`src/rtl/lcdt_pkg.sv`:
```
// ----------------------------------------------------------------------------
// lcdt_pkg: shared types and constants for the LCD timing and register block
// Counter geometry, bus register addresses, access codes and the structs
// that pass control and status between the register file and timing units.
// ----------------------------------------------------------------------------
`default_nettype none

package lcdt_pkg;

  // Frame geometry, in machine cycles and lines
  localparam int CYCLES_PER_LINE = 114;
  localparam int LINES_PER_FRAME = 154;
  localparam int VISIBLE_LINES   = 144;
  localparam int SEARCH_CYCLES   = 20;
  localparam int TRANSFER_END    = 63;

  localparam int CYCLE_W = 7;
  localparam int LINE_W  = 8;

  localparam logic [CYCLE_W-1:0] CYCLE_LAST   = CYCLE_W'(CYCLES_PER_LINE - 1);
  localparam logic [CYCLE_W-1:0] SEARCH_END   = CYCLE_W'(SEARCH_CYCLES);
  localparam logic [CYCLE_W-1:0] TRANSFER_LIM = CYCLE_W'(TRANSFER_END);
  localparam logic [LINE_W-1:0]  LINE_LAST    = LINE_W'(LINES_PER_FRAME - 1);
  localparam logic [LINE_W-1:0]  LINE_VBLANK  = LINE_W'(VISIBLE_LINES);

  // Access codes
  typedef enum logic [1:0] {
    OP_TICK  = 2'd0,
    OP_READ  = 2'd1,
    OP_WRITE = 2'd2
  } op_t;

  // Register addresses
  localparam logic [15:0] ADDR_LCDC = 16'hFF40;
  localparam logic [15:0] ADDR_STAT = 16'hFF41;
  localparam logic [15:0] ADDR_SCY  = 16'hFF42;
  localparam logic [15:0] ADDR_SCX  = 16'hFF43;
  localparam logic [15:0] ADDR_LY   = 16'hFF44;
  localparam logic [15:0] ADDR_LYC  = 16'hFF45;
  localparam logic [15:0] ADDR_DMA  = 16'hFF46;
  localparam logic [15:0] ADDR_BGP  = 16'hFF47;
  localparam logic [15:0] ADDR_OBP0 = 16'hFF48;
  localparam logic [15:0] ADDR_OBP1 = 16'hFF49;
  localparam logic [15:0] ADDR_WY   = 16'hFF4A;
  localparam logic [15:0] ADDR_WX   = 16'hFF4B;

  // LCD modes
  localparam logic [1:0] MODE_HBLANK   = 2'd0;
  localparam logic [1:0] MODE_VBLANK   = 2'd1;
  localparam logic [1:0] MODE_SEARCH   = 2'd2;
  localparam logic [1:0] MODE_TRANSFER = 2'd3;

  // Status enable bit positions
  localparam int EN_HBLANK  = 0;
  localparam int EN_VBLANK  = 1;
  localparam int EN_SEARCH  = 2;
  localparam int EN_COMPARE = 3;

  localparam int LCDC_ON_BIT = 7;

  // Register file to timing unit
  typedef struct packed {
    logic [3:0]        stat_en;
    logic [LINE_W-1:0] lyc;
    logic              lcd_on;
    logic              line_clear;
  } lcdt_ctl_t;

  // Timing unit to register file (current state, for reads)
  typedef struct packed {
    logic [LINE_W-1:0] line_reg;
    logic              coincidence;
    logic [1:0]        mode;
  } lcdt_status_t;

  // Timing unit results after this step
  typedef struct packed {
    logic [1:0]        mode;
    logic [LINE_W-1:0] line_reg;
    logic              oam_blk;
    logic              vram_blk;
    logic              stat_irq;
    logic              vblank_irq;
    logic              frame_done;
  } lcdt_tick_t;

endpackage

`default_nettype wire

```
`src/rtl/lcdt_if.sv`:
```
// ----------------------------------------------------------------------------
// lcdt_if: valid/ready channels of the LCD timing and register block
// Item channel (tick or bus access) and result channel.
// ----------------------------------------------------------------------------
`default_nettype none

interface lcdt_item_if;
  logic        valid;
  logic        ready;
  logic [1:0]  operation;
  logic [15:0] address;
  logic [7:0]  write_data;

  modport source (output valid, operation, address, write_data, input ready);
  modport sink   (input valid, operation, address, write_data, output ready);
endinterface

interface lcdt_result_if;
  logic       valid;
  logic       ready;
  logic [7:0] read_data;
  logic [1:0] lcd_mode;
  logic [7:0] line_shown;
  logic       stat_irq;
  logic       vblank_irq;
  logic       oam_blocked;
  logic       vram_blocked;
  logic       frame_done;
  logic       dma_start;
  logic [7:0] dma_page;

  modport source (output valid, read_data, lcd_mode, line_shown, stat_irq, vblank_irq,
                  oam_blocked, vram_blocked, frame_done, dma_start, dma_page,
                  input ready);
  modport sink   (input valid, read_data, lcd_mode, line_shown, stat_irq, vblank_irq,
                  oam_blocked, vram_blocked, frame_done, dma_start, dma_page,
                  output ready);
endinterface

`default_nettype wire

```
`src/rtl/lcdt_regs.sv`:
```
// ----------------------------------------------------------------------------
// lcdt_regs: bus register file
// Holds control, status enables, scroll, compare, DMA, palette and window
// registers; decodes writes and muxes reads.
// ----------------------------------------------------------------------------
`default_nettype none

module lcdt_regs
  import lcdt_pkg::*;
(
  input  wire logic         clk,
  input  wire logic         rst,
  input  wire logic         step,
  input  wire op_t          op,
  input  wire logic [15:0]  addr,
  input  wire logic [7:0]   wdata,
  input  wire lcdt_status_t status,
  output lcdt_ctl_t         ctl,
  output logic [7:0]        read_data,
  output logic              dma_start,
  output logic [7:0]        dma_page_next
);

  logic [7:0] lcd_control;
  logic [3:0] stat_enables;
  logic [7:0] scy, scx, lyc, dma, bgp, obp0, obp1, wy, wx;
  logic       wr;

  assign wr = step && (op == OP_WRITE);

  always_ff @(posedge clk) begin
    if (rst) begin
      lcd_control  <= '0;
      stat_enables <= '0;
      scy <= '0; scx <= '0; lyc <= '0; dma <= '0; bgp <= '0;
      obp0 <= '0; obp1 <= '0; wy <= '0; wx <= '0;
    end else if (wr) begin
      unique case (addr)
        ADDR_LCDC: lcd_control  <= wdata;
        ADDR_STAT: stat_enables <= wdata[6:3];
        ADDR_SCY:  scy  <= wdata;
        ADDR_SCX:  scx  <= wdata;
        ADDR_LYC:  lyc  <= wdata;
        ADDR_DMA:  dma  <= wdata;
        ADDR_BGP:  bgp  <= wdata;
        ADDR_OBP0: obp0 <= wdata;
        ADDR_OBP1: obp1 <= wdata;
        ADDR_WY:   wy   <= wdata;
        ADDR_WX:   wx   <= wdata;
        default: ;
      endcase
    end
  end

  // Read mux; the DMA register and unmapped addresses read as zero
  always_comb begin
    read_data = '0;
    if (step && (op == OP_READ)) begin
      unique case (addr)
        ADDR_LCDC: read_data = lcd_control;
        ADDR_STAT: read_data = {1'b1, stat_enables, status.coincidence, status.mode};
        ADDR_SCY:  read_data = scy;
        ADDR_SCX:  read_data = scx;
        ADDR_LY:   read_data = status.line_reg;
        ADDR_LYC:  read_data = lyc;
        ADDR_BGP:  read_data = bgp;
        ADDR_OBP0: read_data = obp0;
        ADDR_OBP1: read_data = obp1;
        ADDR_WY:   read_data = wy;
        ADDR_WX:   read_data = wx;
        default:   read_data = '0;
      endcase
    end
  end

  assign dma_start     = wr && (addr == ADDR_DMA);
  assign dma_page_next = dma_start ? wdata : dma;

  assign ctl.stat_en    = stat_enables;
  assign ctl.lyc        = lyc;
  assign ctl.lcd_on     = lcd_control[LCDC_ON_BIT];
  assign ctl.line_clear = wr && (addr == ADDR_LY);

endmodule

`default_nettype wire

```
`src/rtl/lcdt_timing.sv`:
```
// ----------------------------------------------------------------------------
// lcdt_timing: line and frame timing, mode and status interrupt
// Advances the cycle and line counters on each tick, picks the mode and
// memory access blocks, and edge-detects the combined status line.
// ----------------------------------------------------------------------------
`default_nettype none

module lcdt_timing
  import lcdt_pkg::*;
(
  input  wire logic      clk,
  input  wire logic      rst,
  input  wire logic      tick,
  input  wire lcdt_ctl_t ctl,
  output lcdt_status_t   status,
  output lcdt_tick_t     res
);

  logic [CYCLE_W-1:0] cycle_count, cycle_count_next;
  logic [LINE_W-1:0]  line_count, line_count_next;
  logic [LINE_W-1:0]  line_register, line_register_next;
  logic [1:0]         mode_bits, mode_bits_next;
  logic               coincidence, coincidence_next;
  logic               stat_line_last, stat_line_last_next;
  logic [1:0]         access_blocks, access_blocks_next;
  logic               visible, src, eq, cur;

  always_comb begin
    cycle_count_next    = cycle_count;
    line_count_next     = line_count;
    line_register_next  = line_register;
    mode_bits_next      = mode_bits;
    coincidence_next    = coincidence;
    stat_line_last_next = stat_line_last;
    access_blocks_next  = access_blocks;
    res.stat_irq        = 1'b0;
    res.vblank_irq      = 1'b0;
    res.frame_done      = 1'b0;
    visible             = line_count < LINE_VBLANK;
    src                 = 1'b0;
    eq                  = ctl.lyc == line_register;
    cur                 = 1'b0;

    if (ctl.line_clear) begin
      line_register_next = '0;
    end

    if (tick) begin
      // Mode, access blocks and status source; mode holds on search cycle zero
      if (visible && (cycle_count < SEARCH_END)) begin
        src = ctl.stat_en[EN_SEARCH];
        access_blocks_next = access_blocks | 2'b01;
        if (cycle_count != '0) begin
          mode_bits_next = MODE_SEARCH;
        end
      end else if (visible && (cycle_count < TRANSFER_LIM)) begin
        access_blocks_next = 2'b11;
        mode_bits_next     = MODE_TRANSFER;
      end else if (visible) begin
        src = ctl.stat_en[EN_HBLANK];
        access_blocks_next = 2'b00;
        mode_bits_next     = MODE_HBLANK;
      end else begin
        src = ctl.stat_en[EN_VBLANK] | ctl.stat_en[EN_SEARCH];
        access_blocks_next = 2'b00;
        mode_bits_next     = MODE_VBLANK;
      end

      cur                 = src | (eq & ctl.stat_en[EN_COMPARE]);
      res.stat_irq        = cur & ~stat_line_last;
      stat_line_last_next = cur;
      coincidence_next    = eq;

      res.vblank_irq = (line_count == LINE_VBLANK) && (cycle_count == '0) && ctl.lcd_on;

      // Advance counters
      if (cycle_count == CYCLE_LAST) begin
        if (line_count == LINE_LAST) begin
          line_count_next = '0;
          res.frame_done  = 1'b1;
        end else begin
          line_count_next = line_count + LINE_W'(1);
        end
        line_register_next = line_count_next;
        cycle_count_next   = '0;
      end else begin
        cycle_count_next = cycle_count + CYCLE_W'(1);
      end

      // Last line of the frame shows as line zero after its first cycle
      if ((line_count_next == LINE_LAST) && (cycle_count_next != '0)) begin
        line_register_next = '0;
      end
    end

    res.mode     = mode_bits_next;
    res.line_reg = line_register_next;
    res.oam_blk  = access_blocks_next[0];
    res.vram_blk = access_blocks_next[1];
  end

  always_ff @(posedge clk) begin
    if (rst) begin
      cycle_count    <= '0;
      line_count     <= '0;
      line_register  <= '0;
      mode_bits      <= '0;
      coincidence    <= 1'b0;
      stat_line_last <= 1'b0;
      access_blocks  <= '0;
    end else begin
      cycle_count    <= cycle_count_next;
      line_count     <= line_count_next;
      line_register  <= line_register_next;
      mode_bits      <= mode_bits_next;
      coincidence    <= coincidence_next;
      stat_line_last <= stat_line_last_next;
      access_blocks  <= access_blocks_next;
    end
  end

  assign status.line_reg    = line_register;
  assign status.coincidence = coincidence;
  assign status.mode        = mode_bits;

  a_cycle_range: assert property (@(posedge clk) disable iff (rst)
    cycle_count <= CYCLE_LAST)
    else $error("cycle counter past end of line");

  a_line_range: assert property (@(posedge clk) disable iff (rst)
    line_count <= LINE_LAST)
    else $error("line counter past end of frame");

  a_frame_wrap: assert property (@(posedge clk) disable iff (rst)
    tick && res.frame_done |=> (line_count == '0) && (cycle_count == '0))
    else $error("frame end without counter wrap");

  a_vram_implies_oam: assert property (@(posedge clk) disable iff (rst)
    access_blocks[1] |-> access_blocks[0])
    else $error("video memory blocked while object memory open");

  a_transfer_blocks: assert property (@(posedge clk) disable iff (rst)
    (mode_bits == MODE_TRANSFER) |-> (access_blocks == 2'b11))
    else $error("transfer mode without both access blocks");

endmodule

`default_nettype wire

```
`src/rtl/lcdt_timing_and_register_block_core.sv`:
```
// ----------------------------------------------------------------------------
// lcd_timing_and_register_block_core: LCD timing and register block
// Path: an item word taken into the input register moves into the result
//   register on a step, which waits until the result register frees up.
// Throughput: one word per cycle while results are taken; the register file
//   and timing unit finish an item combinationally between the two registers.
// Reset (rst, synchronous): counters, mode, access blocks, all bus registers
//   and both channel valid flags clear together; no clearing pass.
// ----------------------------------------------------------------------------
`default_nettype none

module lcd_timing_and_register_block_core
  import lcdt_pkg::*;
(
  input  wire logic      clk,
  input  wire logic      rst,
  lcdt_item_if.sink      item,
  lcdt_result_if.source  result
);

  // Input register
  logic        item_valid;
  op_t         item_op;
  logic [15:0] item_addr;
  logic [7:0]  item_data;

  // Result register
  logic        res_valid;
  logic [7:0]  res_read_data;
  logic [1:0]  res_mode;
  logic [7:0]  res_line;
  logic        res_stat_irq;
  logic        res_vblank_irq;
  logic        res_oam_blk;
  logic        res_vram_blk;
  logic        res_frame_done;
  logic        res_dma_start;
  logic [7:0]  res_dma_page;

  logic         advance, step, take;
  lcdt_ctl_t    ctl;
  lcdt_status_t status;
  lcdt_tick_t   tick_res;
  logic [7:0]   read_data;
  logic         dma_start;
  logic [7:0]   dma_page_next;

  // The result register frees up when empty or when its word is taken;
  // the input register then hands its item across and can reload in the
  // same cycle; a stalled result blocks accepts only when the input is full.
  assign advance    = !res_valid || result.ready;
  assign step       = item_valid && advance;
  assign item.ready = !item_valid || advance;
  assign take       = item.valid && item.ready;

  always_ff @(posedge clk) begin
    if (rst) begin
      item_valid <= 1'b0;
    end else if (take) begin
      item_valid <= 1'b1;
    end else if (step) begin
      item_valid <= 1'b0;
    end
  end

  // Capture payload on accept; no reset needed
  always_ff @(posedge clk) begin
    if (take) begin
      item_op   <= op_t'(item.operation);
      item_addr <= item.address;
      item_data <= item.write_data;
    end
  end

  lcdt_regs u_regs (
    .clk           (clk),
    .rst           (rst),
    .step          (step),
    .op            (item_op),
    .addr          (item_addr),
    .wdata         (item_data),
    .status        (status),
    .ctl           (ctl),
    .read_data     (read_data),
    .dma_start     (dma_start),
    .dma_page_next (dma_page_next)
  );

  lcdt_timing u_timing (
    .clk    (clk),
    .rst    (rst),
    .tick   (step && (item_op == OP_TICK)),
    .ctl    (ctl),
    .status (status),
    .res    (tick_res)
  );

  // Result valid: set on each step, drop once the word is taken
  always_ff @(posedge clk) begin
    if (rst) begin
      res_valid <= 1'b0;
    end else if (step) begin
      res_valid <= 1'b1;
    end else if (result.ready) begin
      res_valid <= 1'b0;
    end
  end

  // Hold the result word until a new step replaces it
  always_ff @(posedge clk) begin
    if (step) begin
      res_read_data  <= read_data;
      res_mode       <= tick_res.mode;
      res_line       <= tick_res.line_reg;
      res_stat_irq   <= tick_res.stat_irq;
      res_vblank_irq <= tick_res.vblank_irq;
      res_oam_blk    <= tick_res.oam_blk;
      res_vram_blk   <= tick_res.vram_blk;
      res_frame_done <= tick_res.frame_done;
      res_dma_start  <= dma_start;
      res_dma_page   <= dma_page_next;
    end
  end

  assign result.valid        = res_valid;
  assign result.read_data    = res_read_data;
  assign result.lcd_mode     = res_mode;
  assign result.line_shown   = res_line;
  assign result.stat_irq     = res_stat_irq;
  assign result.vblank_irq   = res_vblank_irq;
  assign result.oam_blocked  = res_oam_blk;
  assign result.vram_blocked = res_vram_blk;
  assign result.frame_done   = res_frame_done;
  assign result.dma_start    = res_dma_start;
  assign result.dma_page     = res_dma_page;

endmodule

`default_nettype wire

```
`src/flat_wrapper.sv`:
```
// flat-port wrapper written by rule: the top's interface ports become plain ports
module lcd_timing_and_register_block_core_flat import lcdt_pkg::*;
  (clk, rst, item_valid, item_operation, item_address, item_write_data, item_ready, result_valid, result_read_data, result_lcd_mode, result_line_shown, result_stat_irq, result_vblank_irq, result_oam_blocked, result_vram_blocked, result_frame_done, result_dma_start, result_dma_page, result_ready);
  lcdt_item_if item_i ();
  lcdt_result_if result_i ();
  input  wire logic clk;
  input  wire logic rst;
  input wire logic [$bits(item_i.valid)-1:0] item_valid;
  input wire logic [$bits(item_i.operation)-1:0] item_operation;
  input wire logic [$bits(item_i.address)-1:0] item_address;
  input wire logic [$bits(item_i.write_data)-1:0] item_write_data;
  output wire logic [$bits(item_i.ready)-1:0] item_ready;
  output wire logic [$bits(result_i.valid)-1:0] result_valid;
  output wire logic [$bits(result_i.read_data)-1:0] result_read_data;
  output wire logic [$bits(result_i.lcd_mode)-1:0] result_lcd_mode;
  output wire logic [$bits(result_i.line_shown)-1:0] result_line_shown;
  output wire logic [$bits(result_i.stat_irq)-1:0] result_stat_irq;
  output wire logic [$bits(result_i.vblank_irq)-1:0] result_vblank_irq;
  output wire logic [$bits(result_i.oam_blocked)-1:0] result_oam_blocked;
  output wire logic [$bits(result_i.vram_blocked)-1:0] result_vram_blocked;
  output wire logic [$bits(result_i.frame_done)-1:0] result_frame_done;
  output wire logic [$bits(result_i.dma_start)-1:0] result_dma_start;
  output wire logic [$bits(result_i.dma_page)-1:0] result_dma_page;
  input wire logic [$bits(result_i.ready)-1:0] result_ready;
  assign item_i.valid = item_valid;
  assign item_i.operation = item_operation;
  assign item_i.address = item_address;
  assign item_i.write_data = item_write_data;
  assign item_ready = item_i.ready;
  assign result_valid = result_i.valid;
  assign result_read_data = result_i.read_data;
  assign result_lcd_mode = result_i.lcd_mode;
  assign result_line_shown = result_i.line_shown;
  assign result_stat_irq = result_i.stat_irq;
  assign result_vblank_irq = result_i.vblank_irq;
  assign result_oam_blocked = result_i.oam_blocked;
  assign result_vram_blocked = result_i.vram_blocked;
  assign result_frame_done = result_i.frame_done;
  assign result_dma_start = result_i.dma_start;
  assign result_dma_page = result_i.dma_page;
  assign result_i.ready = result_ready;
  lcd_timing_and_register_block_core u_core (.clk(clk), .rst(rst), .item(item_i), .result(result_i));
endmodule
```
`config.mk`:
```
export PLATFORM = sky130hd
export DESIGN_NAME = lcd_timing_and_register_block_core_flat
export DESIGN_NICKNAME = d
export VERILOG_FILES = /design/src/rtl/lcdt_pkg.sv /design/src/rtl/lcdt_if.sv /design/src/rtl/lcdt_regs.sv /design/src/rtl/lcdt_timing.sv /design/src/rtl/lcdt_timing_and_register_block_core.sv /design/src/flat_wrapper.sv
export SDC_FILE = /design/constraint.sdc
export NUM_CORES = 1
export LEC_CHECK = 0
export ABC_AREA = 1
export BUFFER_PORTS_ARGS = -buffer_cell sky130_fd_sc_hd__buf_2
export CAP_MARGIN = 20
export CORE_UTILIZATION = 60
export DETAILED_ROUTE_END_ITERATION = 8
export PLACE_DENSITY = 0.89
export SLEW_MARGIN = 20
export SYNTH_ARGS = -nofsm -noshare
export SYNTH_HDL_FRONTEND = slang
export SYNTH_SLANG_ARGS = --single-unit
```
`constraint.sdc`:
```
create_clock -name clk -period 2.78 [get_ports clk]
set_input_delay 0.556 -clock clk [delete_from_list [all_inputs] [get_ports clk]]
set_output_delay 0.556 -clock clk [all_outputs]
set_load 0.05 [all_outputs]
```
* After elaboration in Yosys (flattened, before gate mapping)
Index checks and enable logic that the tools add are counted.
** Word-level totals
- Register bits :: 173
- Input port bits :: 30
- Output and inout bits :: 34
- Logic and storage cells :: 124
** Cells by class
- Add/sub/neg operators :: 2
- $lt $le $gt $ge :: 3
- Equal/unequal tests :: 19
- Mux-type cells :: 28
- Bitwise logic cells :: 5
- Reduce and logical (&&, ||, !) cells :: 34
** Operators by type and width (number)
- $eq A16 B16 Y1 const B :: 12
- $pmux W8 S11 :: 1
- $mux W8 :: 8
- $eq A8 B8 Y1 const B :: 3
- $reduce_and A2 Y1 :: 12
- $mux W2 :: 7
- $mux W7 :: 2
- $reduce_bool A7 Y1 :: 2
- $logic_and A1 B1 Y1 :: 12
- $mux W1 :: 10
- $add A8 B1 Y8 const B :: 1
- $eq A8 B8 Y1 :: 1
- $lt A8 B8 Y1 const B :: 1
- $add A7 B1 Y7 const B :: 1
- $eq A7 B7 Y1 const B :: 1
- $logic_not A7 Y1 :: 1
- $lt A7 B5 Y1 const B :: 1
- $lt A7 B6 Y1 const B :: 1
- $reduce_bool A2 Y1 :: 2
- $and A1 B1 Y1 :: 2
- $eq A2 B1 Y1 const B :: 1
- $eq A2 B2 Y1 const B :: 1
- $logic_not A1 Y1 :: 2
- $logic_not A2 Y1 :: 1
- 3 further kinds :: 5

* Logic depth before layout (Yosys ltp)
- Depth in word-level cells :: 9
- Depth in mapped cells :: 12

* Hierarchy
A second synthesis with hierarchy kept.
** Unflattened totals
- Cells, all modules :: 1001
- Area total of the unflattened synthesis :: 8321.7 um^2
** Modules (own cells, without submodules)
- lcdt_regs :: instances 1, cells an instance 606, area each 4377.9 um^2
- lcdt_timing :: instances 1, cells an instance 322, area each 2098.3 um^2
- lcd_timing_and_register_block_core :: instances 1, cells an instance 73, area each 1845.5 um^2

* Least setup slack after synthesis
No wires, ideal clock.
- Path kind :: input-to-reg
- Start point :: input port result_ready
- End point :: register u_core.res_line[0] (netlist: u_core.result.line_shown[0]) (data pin)
- Library setup time :: 0.251 ns
- Arrival time :: 2.374 ns
- Path slack :: 0.156 ns
- Stages :: 11
- Path buffers :: 0
- Path through :: inv_1 nand2_1 nand2_2 inv_1 nand3_1 a21oi_1 nand3_1 nor2_1 nand2_2 nand2_1 inv_1
** RTL lines
- start, declared :: line flat_wrapper.sv:24 : input wire logic [$bits(result_i.ready)-1:0] result_ready;
- end signal, assigned :: line lcdt_timing_and_register_block_core.sv:114 : res_line <= tick_res.line_reg;
- end, declared :: line lcdt_timing_and_register_block_core.sv:31 : logic [7:0] res_line;

==> flow_summary.yaml <==
timing:
  min_period_ps: 2420
  max_slew_margin_pct: 52.81
  fmax_mhz: 413.2
  hold_slack_ps: 296.4
  fin_crit_sh_pct: 87.05
  hold_viol: 0
  rsz0062_at_grt: "false"
  finalSetupViolCount: 0
  tns_ps: 0
  skew_ps: 9.234
  worst_slew_pin_slew_ps: 707.8
  maxSlewViolCount: 0
global_routing:
  busiest_layer: "met2"
  grt.total_usage_pct: 30.84
  gr-usage-met2_pct: 48.80
  antenna_found_initial: 0
  met3_usage_pct: 6.800
  overflow: 0
  grt_max_degree: 84
  use_met1_pct: 40.93
  grt_first_pass_wirelength_um: 30880
  grt_pass1_vias: 6273
yosys:
  netlist_top_cells_count: "nand2_1, dfxtp_1, a21oi_1, nor2_1, o21ai_0"
  yosysTopAreaCell: "dfxtp_1"
  synthCells: 926
  synth_top_family_by_area: "simple AND/OR/NAND/NOR gates"
  yosysUniqueCellTypes: 31
  synthFlopType: "dfxtp_1"
  synth-xor-area-share_pct: 1.255
  yosys.cell_count.top_type: "nand2_1"
  syn_area_per_cell_um2: 8.291
  yosys-top-cells-area: "dfxtp_1, edfxtp_1, nand2_1, a21oi_1, o21ai_0"
  yosys_register_bits: 173
  synth_compound_area_share_pct: 13.51
  syn_nets: 962
  netlist_area_um2: 7677
  yosys-mux-area-fraction_pct: 0
  yosysSeqAreaShare_pct: 52.67
  synthAdderAreaFrac_pct: 0.9778
  async_reset_ff_share_pct: 0
  yosysTopAreaCellShare_pct: 29.99
  synth_edf_count: 58
  synthSimpleGateAreaFrac_pct: 25.46
  ys_warn_count: 0
placement:
  place_congestion: 0.9669
  dp.final_hpwl_um: 13090
  numPortBuffers: 63
critical_path:
  max_stage_delay_ps: 500
  path_common_cell: "nor2_1"
  crit_chain: "nor2_1, nand2_1, nor2_1, nand2_2, a31oi_1, nor2_1, nand2_1, inv_1"
  worst-path-buf-inv: 1
  crit_path_top_delay_cell: "nor2_1"
  worstPathRequired_ps: 2970
  end_kind: "flop"
  arrival_ps: 2610
  cp-start-kind: "flop"
  crit_type: "reg2reg"
  crit_family: "simple AND/OR/NAND/NOR gates"
  critPathMaxFanout: 18
floorplanning:
  die_h_um: 115.1
  dieArea_um2: 13250
  rows: 40
  start_util_pct: 62.61
  die_w_um: 115.1
  fp.coreArea_um2: 12260
  io_pins: 64
final_layout:
  finalNetCount: 1015
  regMostFlops: "u_core.item_addr"
  multiInputGateArea_um2: 3163
  synthToLayoutAreaGrowth_pct: 13.64
  diodes: 0
  utilization_pct: 71.15
  ff_latch_area_um2: 4044
  largest_reg_flops: 16
  drive_above_1_share_pct: 13.41
  n_fill_cell: 935
clock_tree:
  ctsLongestPathBuffers: 2
  htree_levels: 4
  postCtsSetupBuffers: 0
  ctsResizeCount: 0
  cts_tree: "done"
  clk_latency_ps: 430
  cts.sinks: 173
  hold_buffers: 0
  cts-root-buf: "clkbuf_16"
  cts-buffers-inserted: 17
  clk_pin_slew_worst_paths_ps: 70
power:
  finalPower_uw: 5465
  p_leak_uw: 0.003670
  vdd_ir_drop_max_mv: 0.5772
  power_density_nw_per_um2: 626.4
hold_path:
  hold_class: "in2reg"
routing:
  routed_wl_um: 19430
  drt_iter0_drc: 818
  drt.antenna.violating_nets: 0
  wl_per_cell_um: 16.75
  viasPerCell: 5.941
  drcViolationCount: 0
  vias: 6891
  drtPass1Iterations: 5
outcome:
  status: "completed"
job:
  cap_violations: 0
[area by class of cell]
class                           instances  share of cell area, %
Sequential cell                       173                  46.35
Clock buffer                           20                  5.120
Multi-Input combinational cell        640                  36.25
Tap cell                              168                  2.409
Timing Repair Buffer                   79                  4.991
Inverter                               68                  2.926
Clock inverter                         12                  1.950
[metrics by stage]
step                area, um^2  worst slack (ps)  cells
floorplan                 7677             155.6    926
global placement          8108             562.5   1128
detailed placement        8108             451.4   1128
CTS                       8725             411.4   1160
global route              8725             87.03   1160
finish                    8725             359.9   1160
[cell families (layout without fill, tap and decap cells)]
group,count (synthesis),count (layout)
adders and majority gates,6,6
buffers and inverters,113,179
and+or+nand+nor,419,419
xor gates and xnor gates,11,11
DFF,173,173
AOI/OAI and AO/OA,204,204
[power breakdown]
part | internal, uW | switching [uW]
clock network | 1520 | 962
logic | 60.2 | 230
registers | 2670 | 27.8
total | 4250 | 1220
[layout by cell type, fill, tap and decap left out, types with 4 or more instances in the layout]
cell       instances
nand2_1          165
dfxtp_1          115
a21oi_1          107
nor2_1            91
o21ai_0           90
nand3_1           63
buf_2             63
nand4_1           62
edfxtp_1          58
inv_1             56
clkbuf_16         17
buf_4             16
clkinv_1          12
nor2_2            10
nor3_1            10
xor2_1             7
a211oi_1           6
ha_1               6
nand2_2            4
nor2_4             4
xnor2_1            4
bufinv_16          4
[layer usage]
metal / share of wire [%] / wire length, um
met1: 41 / 7922
met2: 46 / 9023
met3: 10 / 1939
met4: 2.8 / 548
met5: 0 / 0
[worst paths after layout]
check                                        start                               end  slack [ps]  cells past startpoint
hold reg to reg   u_core.u_timing.access_blocks[0]  u_core.u_timing.access_blocks[0]         470                      2
setup / recovery    u_core.u_timing.cycle_count[2]       u_core.result.line_shown[3]         360                      8
hold / removal                  item_write_data[3]               u_core.item_data[3]         300                      1
setup reg to reg    u_core.u_timing.cycle_count[2]       u_core.result.line_shown[3]         360                      8
Power figures use the tool's default switching activity.
